===== src/sv/sfd_pkg.sv =====
// ----------------------------------------------------------------------------
// sfd_pkg
// Shared constants and types of the sensor frame deframer: header bytes,
// frame byte positions and the result record passed to the output stage.
// ----------------------------------------------------------------------------
package sfd_pkg;

  // Header bytes: delimiter, then length high and low
  localparam logic [7:0] HDR_DELIM  = 8'h7E;
  localparam logic [7:0] HDR_LEN_HI = 8'h00;
  localparam logic [7:0] HDR_LEN_LO = 8'h14;

  // Byte positions inside one 24-byte frame
  localparam logic [4:0] BODY_FIRST  = 5'd3;
  localparam logic [4:0] WORDS_FIRST = 5'd13;
  localparam logic [4:0] CHECK_POS   = 5'd23;

  // Captured payload bytes (frame bytes 13..22)
  localparam int PAYLOAD_DEPTH = 10;
  localparam int PAYLOAD_IW    = $clog2(PAYLOAD_DEPTH);

  // Checksum complement base
  localparam logic [7:0] SUM_BASE = 8'hFF;

  // One finished frame
  typedef struct packed {
    logic        frame_ok;
    logic [15:0] emg_second;
    logic [15:0] emg_first;
    logic [15:0] acc_x;
    logic [15:0] acc_y;
    logic [15:0] acc_z;
  } result_t;

endpackage


===== src/sv/sensor_frame_deframer_core.sv =====
// ----------------------------------------------------------------------------
// sensor_frame_deframer_core
// Deframes received serial bytes into 24-byte sensor frames.
// ----------------------------------------------------------------------------
// Usage:
//   s_axis carries one received byte per transaction. The block hunts for the
//   header 7E 00 14, sums bytes 3..22 modulo 256 and captures bytes 13..22.
//   A broken header goes back to hunting; a 7E at the break opens a new one.
//   m_axis carries one transaction per frame, on byte 23: tuser is the check
//   flag (byte 23 == 255 - sum), tdata holds the five 16-bit words. Words are
//   sent whatever the check says.
//   Throughput: one byte per cycle while the result register has room; each
//   byte is handled by a compare, an add and a capture between the parser
//   registers and the result register.
//   Output: the frame result is on m_axis in the cycle after byte 23 is taken.
//   Stall: the result register holds the record while m_axis_tready is low;
//   s_axis_tready then drops until the record is taken, and rises again in
//   the same cycle that the receiver takes it.
//   Reset (rst, synchronous): hunting for a header, no result pending.
// ----------------------------------------------------------------------------
module sensor_frame_deframer_core (
  input  logic        clk,
  input  logic        rst,
  input  logic        s_axis_tvalid,
  output logic        s_axis_tready,
  input  logic [7:0]  s_axis_tdata,   // [7:0] rx_byte
  output logic        m_axis_tvalid,
  input  logic        m_axis_tready,
  output logic [79:0] m_axis_tdata,   // [15:0] acc_z, [31:16] acc_y, [47:32] acc_x,
                                      // [63:48] emg_first, [79:64] emg_second
  output logic [0:0]  m_axis_tuser    // [0] frame_ok
);

  logic             accept;
  logic             res_valid;
  logic             out_room;
  sfd_pkg::result_t res;
  sfd_pkg::result_t out_rec;

  // Input transaction
  assign s_axis_tready = out_room;
  assign accept        = s_axis_tvalid && s_axis_tready;

  sfd_parser u_parser (
    .clk       (clk),
    .rst       (rst),
    .accept    (accept),
    .rx_byte   (s_axis_tdata),
    .res_valid (res_valid),
    .res       (res)
  );

  sfd_out_stage u_out (
    .clk       (clk),
    .rst       (rst),
    .load      (accept && res_valid),
    .load_data (res),
    .in_ready  (out_room),
    .out_valid (m_axis_tvalid),
    .out_ready (m_axis_tready),
    .out_data  (out_rec)
  );

  // Output packing, first word lowest
  assign m_axis_tdata = {out_rec.emg_second, out_rec.emg_first, out_rec.acc_x,
                         out_rec.acc_y, out_rec.acc_z};
  assign m_axis_tuser = out_rec.frame_ok;

endmodule


===== src/sv/sfd_parser.sv =====
// ----------------------------------------------------------------------------
// sfd_parser
// Header hunt, body byte counter, running sum and payload capture. Flags the
// checksum byte and presents the finished frame record combinationally.
// ----------------------------------------------------------------------------
module sfd_parser (
  input  logic             clk,
  input  logic             rst,
  input  logic             accept,     // byte taken this cycle
  input  logic [7:0]       rx_byte,
  output logic             res_valid,  // current byte closes a frame
  output sfd_pkg::result_t res
);

  // Header phase codes
  localparam logic [1:0] PH_HUNT  = 2'd0;
  localparam logic [1:0] PH_DELIM = 2'd1;
  localparam logic [1:0] PH_LENHI = 2'd2;
  localparam logic [1:0] PH_BODY  = 2'd3;

  logic [1:0] phase, phase_next;
  logic [4:0] pos, pos_next;
  logic [7:0] sum, sum_next;
  logic [7:0] payload [sfd_pkg::PAYLOAD_DEPTH];

  logic       in_body_data;
  logic       cap_en;
  logic [4:0] cap_off;
  logic [1:0] restart_phase;

  // Body byte classification
  assign in_body_data = (pos >= sfd_pkg::BODY_FIRST) && (pos < sfd_pkg::CHECK_POS);
  assign cap_en       = in_body_data && (pos >= sfd_pkg::WORDS_FIRST);
  assign cap_off      = pos - sfd_pkg::WORDS_FIRST;
  assign res_valid    = (phase == PH_BODY) && !in_body_data;

  // A delimiter seen where the header breaks starts a new header
  assign restart_phase = (rx_byte == sfd_pkg::HDR_DELIM) ? PH_DELIM : PH_HUNT;

  // Next state
  always_comb begin
    phase_next = phase;
    pos_next   = pos;
    sum_next   = sum;
    unique case (phase)
      PH_HUNT: begin
        phase_next = restart_phase;
      end
      PH_DELIM: begin
        if (rx_byte == sfd_pkg::HDR_LEN_HI) begin
          phase_next = PH_LENHI;
        end else begin
          phase_next = restart_phase;
        end
      end
      PH_LENHI: begin
        if (rx_byte == sfd_pkg::HDR_LEN_LO) begin
          phase_next = PH_BODY;
          pos_next   = sfd_pkg::BODY_FIRST;
          sum_next   = 8'd0;
        end else begin
          phase_next = restart_phase;
        end
      end
      PH_BODY: begin
        if (in_body_data) begin
          sum_next = sum + rx_byte;
          pos_next = pos + 5'd1;
        end else begin
          phase_next = PH_HUNT;
          pos_next   = 5'd0;
          sum_next   = 8'd0;
        end
      end
      default: begin
        phase_next = PH_HUNT;
      end
    endcase
  end

  // Control state
  always_ff @(posedge clk) begin
    if (rst) begin
      phase <= PH_HUNT;
      pos   <= 5'd0;
      sum   <= 8'd0;
    end else if (accept) begin
      phase <= phase_next;
      pos   <= pos_next;
      sum   <= sum_next;
    end
  end

  // Payload capture, bytes 13..22
  always_ff @(posedge clk) begin
    if (accept && (phase == PH_BODY) && cap_en) begin
      payload[cap_off[sfd_pkg::PAYLOAD_IW-1:0]] <= rx_byte;
    end
  end

  // Frame record: check result plus big-endian words
  always_comb begin
    res.frame_ok   = ((sfd_pkg::SUM_BASE - sum) == rx_byte);
    res.acc_z      = {payload[0], payload[1]};
    res.acc_y      = {payload[2], payload[3]};
    res.acc_x      = {payload[4], payload[5]};
    res.emg_first  = {payload[6], payload[7]};
    res.emg_second = {payload[8], payload[9]};
  end

`ifndef NO_ASSERTIONS
  // Body position stays inside the frame
  a_pos_range: assert property (@(posedge clk) disable iff (rst)
    (phase == PH_BODY) |-> (pos >= sfd_pkg::BODY_FIRST && pos <= sfd_pkg::CHECK_POS))
    else $error("body position out of range");

  // A closed frame returns to hunting with a clean sum
  a_close: assert property (@(posedge clk) disable iff (rst)
    (accept && res_valid) |=> (phase == PH_HUNT && sum == 8'd0 && pos == 5'd0))
    else $error("frame close did not clear state");

  // A delimiter while hunting always opens a header
  a_delim: assert property (@(posedge clk) disable iff (rst)
    (accept && phase == PH_HUNT && rx_byte == sfd_pkg::HDR_DELIM) |=> (phase == PH_DELIM))
    else $error("delimiter missed");
`endif

endmodule


===== src/sv/sfd_out_stage.sv =====
// ----------------------------------------------------------------------------
// sfd_out_stage
// Result register toward the master side. Holds one frame record while the
// receiver stalls and frees itself in the same cycle it is taken.
// ----------------------------------------------------------------------------
module sfd_out_stage (
  input  logic             clk,
  input  logic             rst,
  input  logic             load,       // new record this cycle
  input  sfd_pkg::result_t load_data,
  output logic             in_ready,   // room for a record this cycle
  output logic             out_valid,
  input  logic             out_ready,
  output sfd_pkg::result_t out_data
);

  logic valid, valid_next;
  sfd_pkg::result_t data;

  // Free when empty or when the held record leaves now
  assign in_ready  = !valid || out_ready;
  assign out_valid = valid;
  assign out_data  = data;

  always_comb begin
    if (load) begin
      valid_next = 1'b1;
    end else if (out_ready) begin
      valid_next = 1'b0;
    end else begin
      valid_next = valid;
    end
  end

  always_ff @(posedge clk) begin
    if (rst) begin
      valid <= 1'b0;
    end else begin
      valid <= valid_next;
    end
  end

  // Payload register, no reset
  always_ff @(posedge clk) begin
    if (load) begin
      data <= load_data;
    end
  end

`ifndef NO_ASSERTIONS
  // Never load over a record that is still stalled
  a_no_overwrite: assert property (@(posedge clk) disable iff (rst)
    load |-> in_ready)
    else $error("result overwritten while stalled");

  // A load is shown on the next cycle
  a_load_shows: assert property (@(posedge clk) disable iff (rst)
    load |=> valid)
    else $error("loaded record not presented");

  // A taken record with nothing new leaves the register empty
  a_drain: assert property (@(posedge clk) disable iff (rst)
    (valid && out_ready && !load) |=> !valid)
    else $error("record repeated after transaction");
`endif

endmodule


===== config.mk =====
export PLATFORM = sky130hd
export DESIGN_NAME = sensor_frame_deframer_core
export DESIGN_NICKNAME = d
export VERILOG_FILES = /design/src/sv/sfd_pkg.sv /design/src/sv/sensor_frame_deframer_core.sv /design/src/sv/sfd_parser.sv /design/src/sv/sfd_out_stage.sv
export SDC_FILE = /design/constraint.sdc
export NUM_CORES = 1
export LEC_CHECK = 0
export ABC_CLOCK_PERIOD_IN_PS = 6300
export BUFFER_PORTS_ARGS = -buffer_cell sky130_fd_sc_hd__buf_2
export CORE_ASPECT_RATIO = 0.6
export CORE_UTILIZATION = 63
export CTS_BUF_LIST = sky130_fd_sc_hd__clkbuf_2 sky130_fd_sc_hd__clkbuf_4 sky130_fd_sc_hd__clkbuf_8
export DETAILED_ROUTE_END_ITERATION = 12
export PLACE_DENSITY = 0.95
export SLEW_MARGIN = 20
export SYNTH_ARGS = -nofsm -noshare
export SYNTH_HDL_FRONTEND = slang
export SYNTH_HIERARCHICAL = 1
export SYNTH_SLANG_ARGS = --single-unit
export TNS_END_PERCENT = 50

===== constraint.sdc =====
create_clock -name clk -period 6.3 [get_ports clk]
set_input_delay 0.63 -clock clk [delete_from_list [all_inputs] [get_ports clk]]
set_output_delay 0.63 -clock clk [all_outputs]
set_load 0.05 [all_outputs]

==> flow_summary.toml <==
[clock_network]
cts_setup_buffers = 0
cts_tree = "built"
cts_hold_buf = 0
clock_tree.buffer_depth = 2
clk_pin_slew_ps = 100
cts_root_buffer = "clkbuf_8"
numCtsBuffers = 17
cts_resized = 0
cts_sinks = 177
cts-htree-levels = 4
insertion_delay_ps = 450

[setup_path]
worstSetupEndpoint = "u_parser/payload[9][1]"
r2r_setup_slack_ps = 3190
crit_fanout = 13
r2r_end = "u_parser/payload[9][1]"
crit_type = "reg -> reg"
critPathRequiredTime_ps = 6420
r2r_cells = 6
endpoint_kind = "flop"
reg2reg_from = "u_parser/pos[0]"
cp-startpoint = "u_parser/pos[0]"
arrival_ps = 3230
cp-start-kind = "flop"

[run_status]
status = "complete, no violations"

[timing]
setup_viol = 0
whs_ps = 419
fin_crit_sh_pct = 49.4
slew_viol_final = 0
fmax_mhz = 321
finalWorstSetupSlack_ps = 3190
worstMarginPinSlew_ps = 1070
rsz0062_at_grt = "false"
hold_viol = 0
slew_headroom_pct = 28.4
skew_ps = 10.2
period_needed_ps = 3110
fin_setup_tns_ps = 0

[hold_path]
hold_depth = 0
hp-class = "reg -> reg"

[synth]
netlist_instances = 326
ys_top_cells_by_area = "edfxtp_1 (78%), dfxtp_1 (5.2%), ha_1 (2.8%)"
synth_edf_count = 161
synthFlopType = "edfxtp_1"
synth_top_area_cell = "edfxtp_1"
ys_types = 53
synth_warnings = 6
synth_fp_nets = 353
syn-cell-area_um2 = 6180
async_flop_share_pct = 0
synth_seq_cells = 177
syn_avg_cell_area_um2 = 18.9
yosysMostFrequentCell = "edfxtp_1"
synth_common_cells = "edfxtp_1 (161), dfxtp_1 (16), ha_1 (14), nor2_1 (12), and2_1 (11)"
yosysSeqAreaShare_pct = 83.5
synth_top_cell_area_share_pct = 78.3

[finish]
syn2layout_area_growth_pct = 16.8
final_util_pct = 77.1
drive_gt1_share_pct = 29.7
nNetsFinal = 458
diodes = 0

[global_routing]
antenna_found_initial = 0
grt_pass1_vias = 3164
grt_pass1_wl_mm = 17.4
grt-ovfl-total = 0
grt_usage_pct = 24.6
grt_max_degree = 83

[routing]
wl_per_cell_um = 20.6
firstDrtPassIters = 7
wirelength_mm = 11.8
drt-vias-per-instance = 5.93
dr.first_iter.drc_count = 526
drc = 0
vias = 3406
ant_nets = 0

[floorplanning]
die_y_um = 78.7
num_io_pins = 95
placementRows = 27
core_um2 = 9360
die-area_um2 = 10200
die_x_um = 130
initial_core_util_pct = 66.0

[place]
pre_cts_ws_ps = 3140
gp_congestion = 0.890
post-dp-hpwl_mm = 7.22
io_buffer_count = 94

[power]
power_w = 0.00213
power_leakage_nw = 2.53
power.density_nw_per_um2 = 295
peakVddDrop_mv = 0.177

[flow_run]
drv_cap = 0
[registers in the layout (all words and copies together) (netlist names)]
register,cells
u_out/out_data,81
u_parser/payload,80
u_parser/sum,8
u_parser/pos,5
u_parser/phase,2
u_out/out_valid,1
[cells in the final DEF, fill, tap and decap left out, types with 2 or more instances in the layout]
| cell | count |
|---|---|
| a21oi_1 | 8 |
| nor4_1 | 3 |
| nor2_1 | 12 |
| inv_1 | 8 |
| o21a_1 | 2 |
| or4_1 | 2 |
| clkbuf_8 | 17 |
| clkinv_1 | 2 |
| o21ai_0 | 5 |
| xor2_1 | 3 |
| nand4_1 | 3 |
| clkinv_4 | 2 |
| ha_1 | 14 |
| nand2_1 | 9 |
| buf_2 | 94 |
| edfxtp_1 | 161 |
| a31oi_1 | 2 |
| nand3_1 | 7 |
| inv_6 | 2 |
| nor3_1 | 8 |
| xnor2_1 | 4 |
| a211oi_1 | 3 |
| and2_1 | 11 |
| dfxtp_1 | 16 |
| o211ai_1 | 2 |
| a22oi_1 | 6 |
| bufinv_16 | 3 |
| inv_8 | 4 |
[through the flow]
| stage | instances | cell area (um2) |
|---|---|---|
| after global placement | 542 | 6780 |
| after CTS | 574 | 7210 |
| final | 574 | 7210 |
| after floorplan | 326 | 6180 |
| after detailed placement | 542 | 6780 |
| after global routing | 574 | 7210 |
[power breakdown]
part | leakage (nW) | internal, W | switching, W
Sequential | 1.58 | 0.00127 | 0.0000000127
Combinational | 0.741 | 0.00000698 | 0.0000237
Clock | 0.216 | 0.000407 | 0.000426
[kinds of logic after synthesis]
| kind of cell | share of synthesized area (%) |
|---|---|
| and+or+nand+nor | 5.91 |
| adders and majority gates | 3.16 |
| xor gates and xnor gates | 0.993 |
| AOI/OAI and AO/OA | 5.37 |
| buffers and inverters | 1.11 |
| DFF | 83.5 |
[metal layers]
metal / share of wire [%] / up-vias / GRT usage [%]
li1: - / 1486 / -
met1: 41 / 1640 / 34.1
met2: 47 / 251 / 37.4
met3: 9.7 / 29 / 7.55
met4: 1.9 / 0 / 9.07
met5: 0 / - / 0
[final cells by class]
type	count	area [um2]
Clock inverter	15	201
Sequential cell	177	5150
Clock buffer	17	234
Timing Repair Buffer	94	470
Inverter	8	30.0
Multi-Input combinational cell	133	958
Tap cell	130	163
Fill cell	508	2150
[worst max-delay path: stages, from the launching register on]
cell and delay (ps):
dfxtp_1 590, ha_1 310, nor4_1 110, a221oi_2 820, o21a_1 270, nor3b_1 280, and2_1 400
[worst min path at each step]
| stage | slack [ps] | endpoint | startpoint |
|---|---|---|---|
| after floorplan | 400 | u_out/out_data[0] | u_parser/payload[1][0] |
| after global routing | 420 | u_out/out_data[8] | u_parser/payload[0][0] |
| after detailed placement | 400 | u_out/out_data[26] | u_parser/payload[2][2] |
| final | 420 | u_out/out_data[8] | u_parser/payload[0][0] |
| after CTS | 420 | u_out/out_data[8] | u_parser/payload[0][0] |
| after global placement | 400 | u_out/out_data[45] | u_parser/payload[4][5] |
Note: power is estimated with default switching activity, not from simulation.
